--- src/rtl/hvup_pkg.sv ---
// ----------------------------------------------------------------------------
// hvup_pkg: shared definitions for the highest voxel under point block
// Constants, register indexes and the flag group that travels from the
// classifier through the queue to the running-best tracker.
// ----------------------------------------------------------------------------
package hvup_pkg;

    // Default sizes handed to the top level parameters.
    localparam int COORD_BITS_DEF       = 16;
    localparam int NUM_SIZE_CLASSES_DEF = 10;
    localparam int QUEUE_DEPTH_DEF      = 4;

    // Fixed field widths.
    localparam int QUERY_BITS     = 16;
    localparam int RADIUS_BITS    = 12;
    localparam int CLASS_BITS     = 4;
    localparam int CFG_DATA_BITS  = 16;
    localparam int CFG_INDEX_BITS = 2;
    localparam int SQ_BITS        = 2 * RADIUS_BITS;

    // Tops at or below this height never count.
    localparam int FLOOR_CM = -100;

    // Reset value of the radius register.
    localparam logic [RADIUS_BITS-1:0] RADIUS_RESET = RADIUS_BITS'(50);

    // Configuration register indexes.
    localparam logic [CFG_INDEX_BITS-1:0] REG_QUERY_X = 2'd0;
    localparam logic [CFG_INDEX_BITS-1:0] REG_QUERY_Z = 2'd1;
    localparam logic [CFG_INDEX_BITS-1:0] REG_RADIUS  = 2'd2;

    // Classification of one item, decided in the front end.
    typedef struct packed {
        logic usable;     // carries a voxel with a legal size class
        logic last;       // closes the voxel list
        logic direct;     // footprint contains the query point
        logic far;        // clamped distance exceeds any radius on some axis
    } item_flags_t;

    localparam int FLAG_BITS = $bits(item_flags_t);

endpackage

--- src/rtl/hvup_front.sv ---
// ----------------------------------------------------------------------------
// hvup_front: configuration registers and voxel classifier
// Stage one tests footprint containment, clamps the query onto the footprint
// and forms the top height. Stage two squares the clamped distances and the
// radius. Both stages are elastic and stall only on a full queue.
// ----------------------------------------------------------------------------
module hvup_front #(
    parameter int COORD_BITS       = hvup_pkg::COORD_BITS_DEF,
    parameter int NUM_SIZE_CLASSES = hvup_pkg::NUM_SIZE_CLASSES_DEF
) (
    input  logic                                  clk,
    input  logic                                  rst_n,
    input  logic                                  cfg_we,
    input  logic [hvup_pkg::CFG_INDEX_BITS-1:0]   cfg_index,
    input  logic [hvup_pkg::CFG_DATA_BITS-1:0]    cfg_wdata,
    input  logic                                  in_valid,
    output logic                                  in_ready,
    input  logic                                  voxel_valid,
    input  logic signed [COORD_BITS-1:0]          voxel_x,
    input  logic signed [COORD_BITS-1:0]          voxel_y,
    input  logic signed [COORD_BITS-1:0]          voxel_z,
    input  logic [hvup_pkg::CLASS_BITS-1:0]       voxel_size_class,
    input  logic                                  last,
    output logic                                  item_valid,
    input  logic                                  item_ready,
    output hvup_pkg::item_flags_t                 item_flags,
    output logic [hvup_pkg::SQ_BITS-1:0]          item_dx2,
    output logic [hvup_pkg::SQ_BITS-1:0]          item_dz2,
    output logic [hvup_pkg::SQ_BITS-1:0]          item_r2,
    output logic signed [COORD_BITS-1:0]          item_x,
    output logic signed [COORD_BITS-1:0]          item_y,
    output logic signed [COORD_BITS-1:0]          item_z,
    output logic [hvup_pkg::CLASS_BITS-1:0]       item_class,
    output logic signed [COORD_BITS:0]            item_top
);

    import hvup_pkg::*;

    // Arithmetic width that holds query, corner, corner plus edge and their
    // differences without overflow.
    localparam int AW = ((COORD_BITS > QUERY_BITS) ? COORD_BITS : QUERY_BITS) + 2;
    localparam int TW = COORD_BITS + 1;
    localparam logic signed [AW-1:0] TOP_MAX = AW'((2 ** COORD_BITS) - 1);
    localparam logic [CLASS_BITS:0]  CLASS_LIMIT = (CLASS_BITS + 1)'(NUM_SIZE_CLASSES);

    // Configuration registers.
    logic signed [QUERY_BITS-1:0] query_x_reg;
    logic signed [QUERY_BITS-1:0] query_z_reg;
    logic [RADIUS_BITS-1:0]       radius_reg;

    // Stage one.
    logic                    s1_valid_reg;
    logic                    s1_valid_next;
    item_flags_t             s1_flags_reg;
    logic [RADIUS_BITS-1:0]  s1_adx_reg;
    logic [RADIUS_BITS-1:0]  s1_adz_reg;
    logic [RADIUS_BITS-1:0]  s1_radius_reg;
    logic signed [COORD_BITS-1:0] s1_x_reg;
    logic signed [COORD_BITS-1:0] s1_y_reg;
    logic signed [COORD_BITS-1:0] s1_z_reg;
    logic [CLASS_BITS-1:0]   s1_class_reg;
    logic signed [TW-1:0]    s1_top_reg;

    // Stage two.
    logic                    s2_valid_reg;
    logic                    s2_valid_next;
    item_flags_t             s2_flags_reg;
    logic [SQ_BITS-1:0]      s2_dx2_reg;
    logic [SQ_BITS-1:0]      s2_dz2_reg;
    logic [SQ_BITS-1:0]      s2_r2_reg;
    logic signed [COORD_BITS-1:0] s2_x_reg;
    logic signed [COORD_BITS-1:0] s2_y_reg;
    logic signed [COORD_BITS-1:0] s2_z_reg;
    logic [CLASS_BITS-1:0]   s2_class_reg;
    logic signed [TW-1:0]    s2_top_reg;

    logic s1_ready;
    logic s2_ready;
    logic accept;
    logic s1_move;

    // Classification results of the incoming item.
    item_flags_t            cls_flags;
    logic [RADIUS_BITS-1:0] cls_adx;
    logic [RADIUS_BITS-1:0] cls_adz;
    logic signed [TW-1:0]   cls_top;

    // Configuration writes; an index outside the list is ignored.
    always_ff @(posedge clk or negedge rst_n)
    begin
        if (!rst_n)
        begin
            query_x_reg <= '0;
            query_z_reg <= '0;
            radius_reg  <= RADIUS_RESET;
        end
        else if (cfg_we)
        begin
            unique case (cfg_index)
                REG_QUERY_X: query_x_reg <= cfg_wdata[QUERY_BITS-1:0];
                REG_QUERY_Z: query_z_reg <= cfg_wdata[QUERY_BITS-1:0];
                REG_RADIUS:  radius_reg  <= cfg_wdata[RADIUS_BITS-1:0];
                default:     ;
            endcase
        end
    end

    // Footprint test, clamped distance and top height of the incoming voxel.
    always_comb
    begin
        logic signed [AW-1:0] vx_w;
        logic signed [AW-1:0] vy_w;
        logic signed [AW-1:0] vz_w;
        logic signed [AW-1:0] qx_w;
        logic signed [AW-1:0] qz_w;
        logic signed [AW-1:0] edge_w;
        logic signed [AW-1:0] hix_w;
        logic signed [AW-1:0] hiz_w;
        logic signed [AW-1:0] dxm;
        logic signed [AW-1:0] dzm;
        logic signed [AW-1:0] top_w;

        vx_w   = AW'(voxel_x);
        vy_w   = AW'(voxel_y);
        vz_w   = AW'(voxel_z);
        qx_w   = AW'(query_x_reg);
        qz_w   = AW'(query_z_reg);
        edge_w = AW'(1) << voxel_size_class;
        hix_w  = vx_w + edge_w - AW'(1);
        hiz_w  = vz_w + edge_w - AW'(1);

        if (qx_w < vx_w)
            dxm = vx_w - qx_w;
        else if (qx_w > hix_w)
            dxm = qx_w - hix_w;
        else
            dxm = '0;

        if (qz_w < vz_w)
            dzm = vz_w - qz_w;
        else if (qz_w > hiz_w)
            dzm = qz_w - hiz_w;
        else
            dzm = '0;

        top_w = vy_w + edge_w;
        if (top_w > TOP_MAX)
            top_w = TOP_MAX;

        cls_flags.usable = voxel_valid && ({1'b0, voxel_size_class} < CLASS_LIMIT);
        cls_flags.last   = last;
        cls_flags.direct = (vx_w <= qx_w) && (qx_w <= hix_w)
                        && (vz_w <= qz_w) && (qz_w <= hiz_w);
        cls_flags.far    = (|dxm[AW-1:RADIUS_BITS]) || (|dzm[AW-1:RADIUS_BITS]);
        cls_adx          = dxm[RADIUS_BITS-1:0];
        cls_adz          = dzm[RADIUS_BITS-1:0];
        cls_top          = top_w[TW-1:0];
    end

    // Elastic handshake between the two stages and the queue.
    assign s2_ready = !s2_valid_reg || item_ready;
    assign s1_ready = !s1_valid_reg || s2_ready;
    assign in_ready = s1_ready;
    assign accept   = in_valid && s1_ready;
    assign s1_move  = s1_valid_reg && s2_ready;

    always_comb
    begin
        s1_valid_next = s1_valid_reg;
        if (s1_ready)
            s1_valid_next = in_valid;

        s2_valid_next = s2_valid_reg;
        if (s2_ready)
            s2_valid_next = s1_valid_reg;
    end

    always_ff @(posedge clk or negedge rst_n)
    begin
        if (!rst_n)
        begin
            s1_valid_reg <= 1'b0;
            s2_valid_reg <= 1'b0;
        end
        else
        begin
            s1_valid_reg <= s1_valid_next;
            s2_valid_reg <= s2_valid_next;
        end
    end

    // Stage one payload.
    always_ff @(posedge clk)
    begin
        if (accept)
        begin
            s1_flags_reg  <= cls_flags;
            s1_adx_reg    <= cls_adx;
            s1_adz_reg    <= cls_adz;
            s1_radius_reg <= radius_reg;
            s1_x_reg      <= voxel_x;
            s1_y_reg      <= voxel_y;
            s1_z_reg      <= voxel_z;
            s1_class_reg  <= voxel_size_class;
            s1_top_reg    <= cls_top;
        end
    end

    // Stage two payload: squared distances and squared radius.
    always_ff @(posedge clk)
    begin
        if (s1_move)
        begin
            s2_flags_reg <= s1_flags_reg;
            s2_dx2_reg   <= SQ_BITS'(s1_adx_reg) * SQ_BITS'(s1_adx_reg);
            s2_dz2_reg   <= SQ_BITS'(s1_adz_reg) * SQ_BITS'(s1_adz_reg);
            s2_r2_reg    <= SQ_BITS'(s1_radius_reg) * SQ_BITS'(s1_radius_reg);
            s2_x_reg     <= s1_x_reg;
            s2_y_reg     <= s1_y_reg;
            s2_z_reg     <= s1_z_reg;
            s2_class_reg <= s1_class_reg;
            s2_top_reg   <= s1_top_reg;
        end
    end

    assign item_valid = s2_valid_reg;
    assign item_flags = s2_flags_reg;
    assign item_dx2   = s2_dx2_reg;
    assign item_dz2   = s2_dz2_reg;
    assign item_r2    = s2_r2_reg;
    assign item_x     = s2_x_reg;
    assign item_y     = s2_y_reg;
    assign item_z     = s2_z_reg;
    assign item_class = s2_class_reg;
    assign item_top   = s2_top_reg;

endmodule

--- src/rtl/hvup_queue.sv ---
// ----------------------------------------------------------------------------
// hvup_queue: short first-in first-out queue
// Decouples the classifier from the running-best tracker so that either side
// can stall without stopping the other until the queue fills or runs empty.
// ----------------------------------------------------------------------------
module hvup_queue #(
    parameter int WIDTH = 8,
    parameter int DEPTH = hvup_pkg::QUEUE_DEPTH_DEF
) (
    input  logic             clk,
    input  logic             rst_n,
    input  logic             push_valid,
    output logic             push_ready,
    input  logic [WIDTH-1:0] push_data,
    output logic             pop_valid,
    input  logic             pop_ready,
    output logic [WIDTH-1:0] pop_data
);

    localparam int PW = (DEPTH > 1) ? $clog2(DEPTH) : 1;
    localparam int CW = $clog2(DEPTH + 1);
    localparam logic [PW-1:0] PTR_LAST = PW'(DEPTH - 1);
    localparam logic [CW-1:0] COUNT_FULL = CW'(DEPTH);

    logic [WIDTH-1:0] entry_reg [DEPTH];
    logic [PW-1:0]    wr_ptr_reg;
    logic [PW-1:0]    rd_ptr_reg;
    logic [CW-1:0]    count_reg;
    logic [PW-1:0]    wr_ptr_next;
    logic [PW-1:0]    rd_ptr_next;
    logic [CW-1:0]    count_next;
    logic             push;
    logic             pop;

    assign push_ready = (count_reg != COUNT_FULL);
    assign pop_valid  = (count_reg != '0);
    assign push       = push_valid && push_ready;
    assign pop        = pop_valid && pop_ready;
    assign pop_data   = entry_reg[rd_ptr_reg];

    // Pointer and fill bookkeeping.
    always_comb
    begin
        wr_ptr_next = wr_ptr_reg;
        rd_ptr_next = rd_ptr_reg;
        count_next  = count_reg;
        if (push)
            wr_ptr_next = (wr_ptr_reg == PTR_LAST) ? '0 : wr_ptr_reg + PW'(1);
        if (pop)
            rd_ptr_next = (rd_ptr_reg == PTR_LAST) ? '0 : rd_ptr_reg + PW'(1);
        if (push && !pop)
            count_next = count_reg + CW'(1);
        else if (pop && !push)
            count_next = count_reg - CW'(1);
    end

    always_ff @(posedge clk or negedge rst_n)
    begin
        if (!rst_n)
        begin
            wr_ptr_reg <= '0;
            rd_ptr_reg <= '0;
            count_reg  <= '0;
        end
        else
        begin
            wr_ptr_reg <= wr_ptr_next;
            rd_ptr_reg <= rd_ptr_next;
            count_reg  <= count_next;
        end
    end

    // Entry storage.
    always_ff @(posedge clk)
    begin
        if (push)
            entry_reg[wr_ptr_reg] <= push_data;
    end

`ifndef SYNTHESIS
    // The fill count never passes the depth.
    assert property (@(posedge clk) disable iff (!rst_n) count_reg <= COUNT_FULL)
        else $error("queue fill count exceeds depth");

    // A lone push raises the fill count by exactly one.
    assert property (@(posedge clk) disable iff (!rst_n)
        (push && !pop) |=> (count_reg == $past(count_reg) + CW'(1)))
        else $error("queue fill count did not follow a push");
`endif

endmodule

--- src/rtl/hvup_back.sv ---
// ----------------------------------------------------------------------------
// hvup_back: running-best tracker and result register
// Offers each classified voxel to the direct and the radius best, and on the
// item that closes a list loads the chosen best into the result register and
// starts a new list.
// ----------------------------------------------------------------------------
module hvup_back #(
    parameter int COORD_BITS = hvup_pkg::COORD_BITS_DEF
) (
    input  logic                              clk,
    input  logic                              rst_n,
    input  logic                              item_valid,
    output logic                              item_ready,
    input  hvup_pkg::item_flags_t             item_flags,
    input  logic [hvup_pkg::SQ_BITS-1:0]      item_dx2,
    input  logic [hvup_pkg::SQ_BITS-1:0]      item_dz2,
    input  logic [hvup_pkg::SQ_BITS-1:0]      item_r2,
    input  logic signed [COORD_BITS-1:0]      item_x,
    input  logic signed [COORD_BITS-1:0]      item_y,
    input  logic signed [COORD_BITS-1:0]      item_z,
    input  logic [hvup_pkg::CLASS_BITS-1:0]   item_class,
    input  logic signed [COORD_BITS:0]        item_top,
    output logic                              out_valid,
    input  logic                              out_ready,
    output logic                              found,
    output logic                              from_radius,
    output logic signed [COORD_BITS-1:0]      hit_x,
    output logic signed [COORD_BITS-1:0]      hit_y,
    output logic signed [COORD_BITS-1:0]      hit_z,
    output logic [hvup_pkg::CLASS_BITS-1:0]   hit_size_class,
    output logic signed [COORD_BITS:0]        top_height_cm
);

    import hvup_pkg::*;

    localparam int TW = COORD_BITS + 1;
    localparam logic signed [TW-1:0] FLOOR_TOP = TW'(FLOOR_CM);

    // Direct best.
    logic                         direct_valid_reg;
    logic signed [COORD_BITS-1:0] direct_x_reg;
    logic signed [COORD_BITS-1:0] direct_y_reg;
    logic signed [COORD_BITS-1:0] direct_z_reg;
    logic [CLASS_BITS-1:0]        direct_class_reg;
    logic signed [TW-1:0]         direct_top_reg;

    // Radius best.
    logic                         near_valid_reg;
    logic signed [COORD_BITS-1:0] near_x_reg;
    logic signed [COORD_BITS-1:0] near_y_reg;
    logic signed [COORD_BITS-1:0] near_z_reg;
    logic [CLASS_BITS-1:0]        near_class_reg;
    logic signed [TW-1:0]         near_top_reg;

    // Result register.
    logic                         out_valid_reg;
    logic                         out_valid_next;
    logic                         found_reg;
    logic                         from_radius_reg;
    logic signed [COORD_BITS-1:0] hit_x_reg;
    logic signed [COORD_BITS-1:0] hit_y_reg;
    logic signed [COORD_BITS-1:0] hit_z_reg;
    logic [CLASS_BITS-1:0]        hit_class_reg;
    logic signed [TW-1:0]         top_reg;

    logic                 fire;
    logic [SQ_BITS:0]     dist2;
    logic                 near_hit;
    logic                 direct_take;
    logic                 near_take;
    logic                 pick_direct;
    logic                 pick_near;

    // A closing item waits only until the result register is free.
    assign item_ready = !item_flags.last || !out_valid_reg || out_ready;
    assign fire       = item_valid && item_ready;

    // Radius test and the two offers.
    assign dist2       = (SQ_BITS + 1)'(item_dx2) + (SQ_BITS + 1)'(item_dz2);
    assign near_hit    = item_flags.usable && !item_flags.far
                      && (dist2 <= (SQ_BITS + 1)'(item_r2));
    assign direct_take = item_flags.usable && item_flags.direct
                      && (item_top > direct_top_reg);
    assign near_take   = near_hit && (item_top > near_top_reg);

    // Choice made on the closing item, after its own offers.
    assign pick_direct = direct_take || direct_valid_reg;
    assign pick_near   = !pick_direct && (near_take || near_valid_reg);

    // Running bests: updated on an offer, cleared when a list closes.
    always_ff @(posedge clk or negedge rst_n)
    begin
        if (!rst_n)
        begin
            direct_valid_reg <= 1'b0;
            direct_x_reg     <= '0;
            direct_y_reg     <= '0;
            direct_z_reg     <= '0;
            direct_class_reg <= '0;
            direct_top_reg   <= FLOOR_TOP;
            near_valid_reg   <= 1'b0;
            near_x_reg       <= '0;
            near_y_reg       <= '0;
            near_z_reg       <= '0;
            near_class_reg   <= '0;
            near_top_reg     <= FLOOR_TOP;
        end
        else if (fire)
        begin
            if (item_flags.last)
            begin
                direct_valid_reg <= 1'b0;
                direct_x_reg     <= '0;
                direct_y_reg     <= '0;
                direct_z_reg     <= '0;
                direct_class_reg <= '0;
                direct_top_reg   <= FLOOR_TOP;
                near_valid_reg   <= 1'b0;
                near_x_reg       <= '0;
                near_y_reg       <= '0;
                near_z_reg       <= '0;
                near_class_reg   <= '0;
                near_top_reg     <= FLOOR_TOP;
            end
            else
            begin
                if (direct_take)
                begin
                    direct_valid_reg <= 1'b1;
                    direct_x_reg     <= item_x;
                    direct_y_reg     <= item_y;
                    direct_z_reg     <= item_z;
                    direct_class_reg <= item_class;
                    direct_top_reg   <= item_top;
                end
                if (near_take)
                begin
                    near_valid_reg <= 1'b1;
                    near_x_reg     <= item_x;
                    near_y_reg     <= item_y;
                    near_z_reg     <= item_z;
                    near_class_reg <= item_class;
                    near_top_reg   <= item_top;
                end
            end
        end
    end

    // Result valid flag.
    always_comb
    begin
        out_valid_next = out_valid_reg;
        if (out_valid_reg && out_ready)
            out_valid_next = 1'b0;
        if (fire && item_flags.last)
            out_valid_next = 1'b1;
    end

    always_ff @(posedge clk or negedge rst_n)
    begin
        if (!rst_n)
            out_valid_reg <= 1'b0;
        else
            out_valid_reg <= out_valid_next;
    end

    // Result payload: direct best first, then radius best, else ground plane.
    always_ff @(posedge clk)
    begin
        if (fire && item_flags.last)
        begin
            if (pick_direct)
            begin
                found_reg       <= 1'b1;
                from_radius_reg <= 1'b0;
                hit_x_reg       <= direct_take ? item_x     : direct_x_reg;
                hit_y_reg       <= direct_take ? item_y     : direct_y_reg;
                hit_z_reg       <= direct_take ? item_z     : direct_z_reg;
                hit_class_reg   <= direct_take ? item_class : direct_class_reg;
                top_reg         <= direct_take ? item_top   : direct_top_reg;
            end
            else if (pick_near)
            begin
                found_reg       <= 1'b1;
                from_radius_reg <= 1'b1;
                hit_x_reg       <= near_take ? item_x     : near_x_reg;
                hit_y_reg       <= near_take ? item_y     : near_y_reg;
                hit_z_reg       <= near_take ? item_z     : near_z_reg;
                hit_class_reg   <= near_take ? item_class : near_class_reg;
                top_reg         <= near_take ? item_top   : near_top_reg;
            end
            else
            begin
                found_reg       <= 1'b0;
                from_radius_reg <= 1'b0;
                hit_x_reg       <= '0;
                hit_y_reg       <= '0;
                hit_z_reg       <= '0;
                hit_class_reg   <= '0;
                top_reg         <= '0;
            end
        end
    end

    assign out_valid      = out_valid_reg;
    assign found          = found_reg;
    assign from_radius    = from_radius_reg;
    assign hit_x          = hit_x_reg;
    assign hit_y          = hit_y_reg;
    assign hit_z          = hit_z_reg;
    assign hit_size_class = hit_class_reg;
    assign top_height_cm  = top_reg;

`ifndef SYNTHESIS
    // A closing item leaves both bests empty for the next list.
    assert property (@(posedge clk) disable iff (!rst_n)
        (fire && item_flags.last) |=> (!direct_valid_reg && !near_valid_reg))
        else $error("bests not cleared after closing item");

    // A held best always sits above the floor height.
    assert property (@(posedge clk) disable iff (!rst_n)
        (direct_valid_reg || near_valid_reg)
            |-> ((!direct_valid_reg || direct_top_reg > FLOOR_TOP)
              && (!near_valid_reg || near_top_reg > FLOOR_TOP)))
        else $error("best held at or below floor height");

    // A ground-plane result carries a clear from_radius flag, a zero top and a zero size class.
    assert property (@(posedge clk) disable iff (!rst_n)
        (out_valid_reg && !found_reg)
            |-> (!from_radius_reg && top_reg == '0 && hit_class_reg == '0))
        else $error("ground-plane result carries nonzero fields");
`endif

endmodule

--- src/rtl/highest_voxel_under_point.sv ---
// ----------------------------------------------------------------------------
// highest_voxel_under_point: highest voxel under a query point
// Throughput: one voxel beat per cycle when the result side keeps up.
// A closing beat passes both classifier stages, a queue slot and the result
// register before its result is valid.
// Reset: asynchronous; query_x and query_z read 0, radius_cm 50, both bests
// empty with the floor as their top, pipeline and queue empty.
// ----------------------------------------------------------------------------
module highest_voxel_under_point #(
    parameter int COORD_BITS       = hvup_pkg::COORD_BITS_DEF,
    parameter int NUM_SIZE_CLASSES = hvup_pkg::NUM_SIZE_CLASSES_DEF,
    parameter int QUEUE_DEPTH      = hvup_pkg::QUEUE_DEPTH_DEF
) (
    input  logic                                  clk,
    input  logic                                  rst_n,
    input  logic                                  cfg_we,
    input  logic [hvup_pkg::CFG_INDEX_BITS-1:0]   cfg_index,
    input  logic [hvup_pkg::CFG_DATA_BITS-1:0]    cfg_wdata,
    input  logic                                  in_valid,
    output logic                                  in_ready,
    input  logic                                  voxel_valid,
    input  logic signed [COORD_BITS-1:0]          voxel_x,
    input  logic signed [COORD_BITS-1:0]          voxel_y,
    input  logic signed [COORD_BITS-1:0]          voxel_z,
    input  logic [hvup_pkg::CLASS_BITS-1:0]       voxel_size_class,
    input  logic                                  last,
    output logic                                  out_valid,
    input  logic                                  out_ready,
    output logic                                  found,
    output logic                                  from_radius,
    output logic signed [COORD_BITS-1:0]          hit_x,
    output logic signed [COORD_BITS-1:0]          hit_y,
    output logic signed [COORD_BITS-1:0]          hit_z,
    output logic [hvup_pkg::CLASS_BITS-1:0]       hit_size_class,
    output logic signed [COORD_BITS:0]            top_height_cm
);

    import hvup_pkg::*;

    localparam int TW = COORD_BITS + 1;
    localparam int QW = FLAG_BITS + 3 * SQ_BITS + 3 * COORD_BITS + CLASS_BITS + TW;

    // Classifier to queue.
    logic                         f_valid;
    logic                         f_ready;
    item_flags_t                  f_flags;
    logic [SQ_BITS-1:0]           f_dx2;
    logic [SQ_BITS-1:0]           f_dz2;
    logic [SQ_BITS-1:0]           f_r2;
    logic signed [COORD_BITS-1:0] f_x;
    logic signed [COORD_BITS-1:0] f_y;
    logic signed [COORD_BITS-1:0] f_z;
    logic [CLASS_BITS-1:0]        f_class;
    logic signed [TW-1:0]         f_top;
    logic [QW-1:0]                q_push_data;

    // Queue to tracker.
    logic                         b_valid;
    logic                         b_ready;
    logic [QW-1:0]                q_pop_data;
    item_flags_t                  b_flags;
    logic [SQ_BITS-1:0]           b_dx2;
    logic [SQ_BITS-1:0]           b_dz2;
    logic [SQ_BITS-1:0]           b_r2;
    logic signed [COORD_BITS-1:0] b_x;
    logic signed [COORD_BITS-1:0] b_y;
    logic signed [COORD_BITS-1:0] b_z;
    logic [CLASS_BITS-1:0]        b_class;
    logic signed [TW-1:0]         b_top;

    hvup_front #(
        .COORD_BITS       (COORD_BITS),
        .NUM_SIZE_CLASSES (NUM_SIZE_CLASSES)
    ) u_front (
        .clk              (clk),
        .rst_n            (rst_n),
        .cfg_we           (cfg_we),
        .cfg_index        (cfg_index),
        .cfg_wdata        (cfg_wdata),
        .in_valid         (in_valid),
        .in_ready         (in_ready),
        .voxel_valid      (voxel_valid),
        .voxel_x          (voxel_x),
        .voxel_y          (voxel_y),
        .voxel_z          (voxel_z),
        .voxel_size_class (voxel_size_class),
        .last             (last),
        .item_valid       (f_valid),
        .item_ready       (f_ready),
        .item_flags       (f_flags),
        .item_dx2         (f_dx2),
        .item_dz2         (f_dz2),
        .item_r2          (f_r2),
        .item_x           (f_x),
        .item_y           (f_y),
        .item_z           (f_z),
        .item_class       (f_class),
        .item_top         (f_top)
    );

    // Pack one classified item into a queue entry.
    assign q_push_data = {f_flags, f_dx2, f_dz2, f_r2, f_x, f_y, f_z, f_class, f_top};

    hvup_queue #(
        .WIDTH (QW),
        .DEPTH (QUEUE_DEPTH)
    ) u_queue (
        .clk        (clk),
        .rst_n      (rst_n),
        .push_valid (f_valid),
        .push_ready (f_ready),
        .push_data  (q_push_data),
        .pop_valid  (b_valid),
        .pop_ready  (b_ready),
        .pop_data   (q_pop_data)
    );

    // Unpack the head entry.
    assign {b_flags, b_dx2, b_dz2, b_r2, b_x, b_y, b_z, b_class, b_top} = q_pop_data;

    hvup_back #(
        .COORD_BITS (COORD_BITS)
    ) u_back (
        .clk            (clk),
        .rst_n          (rst_n),
        .item_valid     (b_valid),
        .item_ready     (b_ready),
        .item_flags     (b_flags),
        .item_dx2       (b_dx2),
        .item_dz2       (b_dz2),
        .item_r2        (b_r2),
        .item_x         (b_x),
        .item_y         (b_y),
        .item_z         (b_z),
        .item_class     (b_class),
        .item_top       (b_top),
        .out_valid      (out_valid),
        .out_ready      (out_ready),
        .found          (found),
        .from_radius    (from_radius),
        .hit_x          (hit_x),
        .hit_y          (hit_y),
        .hit_z          (hit_z),
        .hit_size_class (hit_size_class),
        .top_height_cm  (top_height_cm)
    );

endmodule
--- config.mk ---
export PLATFORM = sky130hd
export DESIGN_NAME = highest_voxel_under_point
export DESIGN_NICKNAME = d
export VERILOG_FILES = /design/src/rtl/hvup_pkg.sv /design/src/rtl/hvup_front.sv /design/src/rtl/hvup_queue.sv /design/src/rtl/hvup_back.sv /design/src/rtl/highest_voxel_under_point.sv
export SDC_FILE = /design/constraint.sdc
export NUM_CORES = 2
export LEC_CHECK = 0
export BUFFER_PORTS_ARGS = -buffer_cell sky130_fd_sc_hd__buf_2
export CAP_MARGIN = 10
export CORE_MARGIN = 8
export CORE_UTILIZATION = 40
export CTS_BUF_LIST = sky130_fd_sc_hd__clkbuf_8
export CTS_CLUSTER_DIAMETER = 150
export CTS_CLUSTER_SIZE = 40
export DETAILED_ROUTE_END_ITERATION = 8
export HOLD_SLACK_MARGIN = 0.03
export PLACE_DENSITY_LB_ADDON = 0.08
export SLEW_MARGIN = 20
export SYNTH_ARGS = -nofsm -noshare
export SYNTH_HDL_FRONTEND = slang
export SYNTH_SLANG_ARGS = --single-unit
--- constraint.sdc ---
create_clock -name clk -period 8.5 [get_ports clk]
set_clock_uncertainty 0.15 [all_clocks]
set_input_delay 2.125 -clock clk [delete_from_list [all_inputs] [get_ports clk]]
set_output_delay 2.125 -clock clk [all_outputs]
set_load 0.005 [all_outputs]
# --- Word-level counts from Yosys, hierarchy flattened ---
# Memory sizes are Yosys's and may differ from the RTL's.
# Index checks and enable logic that the tools add are counted.
totals:
  reg_bits: 519
  mem_bits_rw: 580
  in_bits: 77
  output_inout_bits: 73
  elab_cells: 182
  memories: 1
classes:
  addsub: 14
  n_mul: 3
  n_lt_le_gt_ge: 13
  eq_ne: 5
  shift: 1
  muxes: 47
  n_reduce_logical: 46
memory_table:
  columns: ["name", "depth", "width", "read_ports", "rd_ports_with_merged_regs", "write_ports", "line_no", "source"]
  rows:
  - ["u_queue.entry_reg", 4, 145, 1, 0, 1, "hvup_queue.sv:25", "logic [WIDTH-1:0] entry_reg [DEPTH];"]
op_table:
  columns: ["operator", "n"]
  rows:
  - ["16-bit 2-to-1 mux", 18]
  - ["17-bit 2-to-1 mux", 6]
  - ["12-bit by 12-bit multiplier with 24-bit output", 3]
  - ["18-bit 2-to-1 mux", 4]
  - ["16-bit by 18-bit adder with 18-bit output", 3]
  - ["16-bit by 18-bit > comparator with 1-bit output", 2]
  - ["16-bit by 18-bit <= comparator with 1-bit output", 2]
  - ["16-bit by 18-bit subtractor with 18-bit output", 2]
  - ["18-bit by 2-bit subtractor with 18-bit output (second input constant)", 2]
  - ["17-bit > comparator", 2]
  - ["16-bit by 16-bit subtractor with 17-bit output", 2]
  - ["16-bit <= comparator", 2]
  - ["16-bit < comparator", 2]
  - ["24-bit by 24-bit adder with 25-bit output", 1]
  - ["25-bit by 24-bit <= comparator with 1-bit output", 1]
  - ["4-bit 2-to-1 mux", 6]
  - ["18-bit by 17-bit > comparator with 1-bit output (second input constant)", 1]
  - ["1-bit logical AND", 18]
  - ["1-bit by 4-bit << shifter with 18-bit output (first input constant)", 1]
  - ["6-bit OR reduction", 2]
  - ["2-bit AND reduction", 5]
  - ["1-bit 2-to-1 mux", 9]
  - ["1-bit logical NOT", 8]
  - ["2-bit nonzero test", 4]
  - ["12 further kinds", 23]

# --- Logic depth before layout (Yosys ltp) ---
# An unclocked memory read counts as a cell.
depth:
  word_depth: 9
  ltp_mapped: 26

# --- Hierarchy ---
# Synthesis repeated with hierarchy kept, for this count alone.
hier_totals:
  cells_unflattened: 4840
  area_unflattened_um2: 61904.4
by_module_without_submodules:
  columns: ["mod", "instances", "cells_each", "area_per_inst_um2", "seq_area_each_um2"]
  rows:
  - ["hvup_front", 1, 2603, 27049.7, 8692.1]
  - ["hvup_queue", 1, 794, 21376.8, 17591.9]
  - ["hvup_back", 1, 1443, 13477.9, 5693.0]

# --- Worst setup path after synthesis ---
# No wires, ideal clock.
synth_path:
  path_type: "register -> register"
  from: "reg u_queue.count_reg[0]"
  to: "reg u_front.s2_class_reg[0], in the netlist u_front.item_class[0], enable pin"
  setup_ps: 663
  t_arrival_ps: 6950
  required_ps: 7687
  setup_slack_ps: 737
  path_stages_with_launch: 4
  period_less_slack_ps: 7763
  cell_sequence: "dfrtp_1 > nor2_1 > and3_1 > nor2b_1"
synth_between:
  elab_chain_len: 3
synth_rtl:
  columns: ["element", "line_no", "source"]
  rows:
  - ["start, declared", "hvup_queue.sv:28", "logic [CW-1:0] count_reg;"]
  - ["start signal, assigned", "hvup_queue.sv:69", "count_reg <= count_next;"]
  - ["3-bit != test", "hvup_queue.sv:35", "assign push_ready = (count_reg != COUNT_FULL);"]
  - ["1-bit logical OR", "hvup_front.sv:161", "assign s2_ready = !s2_valid_reg || item_ready;"]
  - ["1-bit logical AND", "hvup_front.sv:165", "assign s1_move = s1_valid_reg && s2_ready;"]
  - ["named net u_front.s1_move", "hvup_front.sv:80", "logic s1_move;"]
  - ["end signal, assigned", "hvup_front.sv:221", "s2_class_reg <= s1_class_reg;"]
  - ["end, declared", "hvup_front.sv:74", "logic [CLASS_BITS-1:0] s2_class_reg;"]
# The timed path passes the listed nets, and every way through them passes these cells.
# A chain may end at the register's enable or synchronous reset.

==> out/results.md <==
| Parameter | Reported |
| --- | --- |
| Count of maximum capacitance violations | 0 |
| Fraction of layout instances using a drive strength above 1 | 10.5% |
| Worst slew pin tran | 1.09 ns |
| Upper clock frequency limit | 0.139 GHz |
| Wire length of the first global-routing pass | 225,000 um |
| Most common flop cell mapped by yosys | sky130_fd_sc_hd__edfxtp_1 |
| Number of design rule violations left after detail routing | 0 |
| CTS tree | done |
| Global routing usage summed across all routing layers | 18.0% |
| Initial DRT Pass Iterations | 5 |
| Starting density of the core | 40.2% |
| Maximum number of buffers from clock root to sink | 3 |
| Crit share post-route | 84.9% |
| Width of the die | 401 um |
| Endpoint required time on the critical path | 8.90 ns |
| Number of nets in the synthesized netlist | 5,273 |
| Number of port buffers | 149 |
| Post-cts hold buffer count | 0 |
| Cell at the root of the clock tree | sky130_fd_sc_hd__clkbuf_8 |
| DRT Wirelength | 146,000 um |
| Post-CTS setup-driven buffer insertion count | 0 |
| Endpoints failing hold | 0 |
| Detailed-route via count | 34.7k |
| Number of buffers created by CTS | 34 |
| Half-perimeter wire length after detailed placement | 105,000 um |
| Initial antenna violation count | 18 |
| Routed WL per cell | 22.2 um |
| Congestion Overflow GR | 0 |
| DIE HEIGHT | 401 um |
| Area leader, netlist | sky130_fd_sc_hd__edfxtp_1 |
| Avg Cell Area, Syn | 13.1 um^2 |
| Hold Path Stages | 0 |
| Via/cell ratio | 5.27 |
| Worst setup path class | in2reg |
| CP endpoint kind | flop |
| Area growth from synthesis to final layout | 6.25% |
| Gate Count Post-Synth | 4,545 |
| Area share of the leading cell type in the synthesized netlist | 45.1% |
| Setup repair after global routing missed its margin | no |
| IO Count | 150 |
| Number of global-route vias before repair | 35.7k |
| Layout Nets | 5,352 |
| Sequential-to-total area share from yosys stat | 53.3% |
| Largest net degree at the start of global routing | 131 |
| Yosys warns | 0 |
| #FFs+latches synth | 1,084 |
| Row count | 141 |
| Area of the core | 147,000 um^2 |
| Kind of path behind the tightest hold check | reg2reg |
| Clock latency reported for the late side of the worst-skew pair | 0.76 ns |
| Result of the run | finished clean |
| WP data arrival | 7.61 ns |
| Max-slew headroom at the worst pin | 27.1% |
| Total negative setup slack | 0 ns |
| Maximum fanout along the worst path | 8 |
| Number of endpoints failing setup at the final stage | 0 |
| Area enclosed by the die boundary | 161,000 um^2 |
| Min Tclk post-route | 7.21 ns |
| Antenna Violating Nets Remaining | 0 |
| Post-layout utilization of the core | 42.7% |
| Critical Path Source Type | input pin |
| Final Wtd Congestion | 0.838 |
| Cell area after technology mapping | 59,300 um^2 |
| H-tree depth reported by CTS | 2 |
| Flop2flop setup slack | 1.32 ns |
| # resized after CTS | 0 |
| Flip-flop count of the largest register, all copies and words added | 568 |
| Initial DRC count | 2,308 |
| CTS clock-pin slew for the worst setup and hold paths | 0.24 ns |
| Final-report max-slew violation count | 0 |
| Share of async-settable or async-resettable flops after synthesis | 17.9% |
| Number of sinks driven by the clock tree | 1,084 |
| Top cells by area, synth | sky130_fd_sc_hd__edfxtp_1, sky130_fd_sc_hd__ha_1, sky130_fd_sc_hd__fa_1, sky130_fd_sc_hd__dfrtp_1, sky130_fd_sc_hd__mux4_2 |
| R2r worst-path depth | 21 |
| Number of distinct library cell variants in the gate-level netlist after synthesis | 84 |
| Count of flip-flops with a built-in enable after synthesis | 890 |
-- routing by layer --
| layer | vias to the layer above | global-route usage [%] | share of wire, % |
|---|---|---|---|
| met1 | 17700 | 25.4 | 45 |
| met4 | 0 | 3.14 | 1.7 |
| met3 | 93 | 1.94 | 4.3 |
| met2 | 608 | 30.6 | 49 |
| li1 | 16300 | - | - |
| met5 | - | 0 | 0 |
-- cell usage in the layout, fill, tap and decap left out, drive strengths merged, types with 44 or more instances in the layout --
cell,instances
edfxtp,890
inv,546
nand2,429
ha,407
fa,244
o21ai,229
and2,215
buf,193
dfrtp,165
nor2,160
mux4,142
a21oi,129
xnor2,107
a221o,71
xor2,57
nand3,50
a21o,47
nor2b,45
nor3,44
-- worst paths after layout --
kind | startpoint | endpoint
min in group asynchronous | rst_n | u_back.near_x_reg[12]
max in group asynchronous | rst_n | u_queue.rd_ptr_reg[1]
max | voxel_size_class[0] | u_front.s1_flags_reg[0]
min | u_front.s1_z_reg[12] | u_front.item_z[12]
min reg2reg | u_front.s1_z_reg[12] | u_front.item_z[12]
max reg2reg | u_queue.rd_ptr_reg[0] | u_back.hit_x[0]
-- worst max-delay path, stage by stage --
cell                        delay [ns]
sky130_fd_sc_hd__buf_2            0.15
sky130_fd_sc_hd__nor2b_1          0.28
sky130_fd_sc_hd__nand2_1          0.20
sky130_fd_sc_hd__ha_1             0.32
sky130_fd_sc_hd__inv_1            0.04
sky130_fd_sc_hd__ha_1             0.20
sky130_fd_sc_hd__fa_1             0.46
sky130_fd_sc_hd__a21o_1           0.17
sky130_fd_sc_hd__a21oi_1          0.22
sky130_fd_sc_hd__o21bai_1         0.10
sky130_fd_sc_hd__a21oi_1          0.21
sky130_fd_sc_hd__o21ai_0          0.25
sky130_fd_sc_hd__a2111o_1         0.45
sky130_fd_sc_hd__a31o_2           0.24
sky130_fd_sc_hd__a21oi_1          0.23
sky130_fd_sc_hd__xnor2_1          0.11
sky130_fd_sc_hd__ha_1             0.39
sky130_fd_sc_hd__o21ai_0          0.17
sky130_fd_sc_hd__o21ai_0          0.11
sky130_fd_sc_hd__o211ai_1         0.13
sky130_fd_sc_hd__a31oi_1          0.16
sky130_fd_sc_hd__o21ai_0          0.12
sky130_fd_sc_hd__o41ai_1          0.62
sky130_fd_sc_hd__o2111ai_1        0.16
-- cell families after synthesis --
kind of cell | Yosys count | synth area share, %
xor+xnor | 164 | 2.42
fa+ha+maj | 651 | 16.8
mux | 180 | 6.10
compound gates | 703 | 7.97
simple gates | 1082 | 8.88
flops | 1084 | 53.3
buf+inv | 681 | 4.51
-- through the flow --
stage          cell area (um^2)  worst slack [ns]  instances  hold slack [ns]
6_report                  63000              1.29       6585            0.295
3_3_place_gp              62300             0.436       6517            0.250
4_1_cts                   63000              1.32       6573            0.299
2_1_floorplan             59300             0.737       4545            0.250
5_1_grt                   63000             0.877       6575            0.308
3_5_place_dp              62300             0.410       6517            0.255
-- Yosys cell counts (all sizes together) (5+ instances only) --
library cell and instances:
o31ai 16, ha 407, o21ai 229, nor3 44, clkbuf 102, mux2 34
dfstp 29, fa 244, nand3b 7, a211o 10, nor2 160, inv 530
mux4 142, a21boi 8, a2111oi 5, o2111ai 5, or2 9, edfxtp 890
o22ai 22, nand3 50, o21a 28, and3 23, xor2 57, a31o 6
xnor2 107, nand4 20, nor4 29, a221o 71, and2 215, o21bai 19
nand2 429, buf 48, or3 17, nor2b 45, o211ai 26, a211oi 31
a21o 47, a31oi 13, nand2b 27, a21oi 129, o41ai 8, dfrtp 165
-- cell type report --
type	count	area [um^2]
antenna	11	27.5
clock buffer	35	482
clock inverter	21	188
fill	13700	84500
inverter	531	2000
multi-input combinational	2780	25100
sequential	1084	31600
tap	1930	2410
timing repair buffer	193	1230
Power is not shown: default switching activity piles up to over one toggle a cycle in this logic, so the estimate is an artifact.
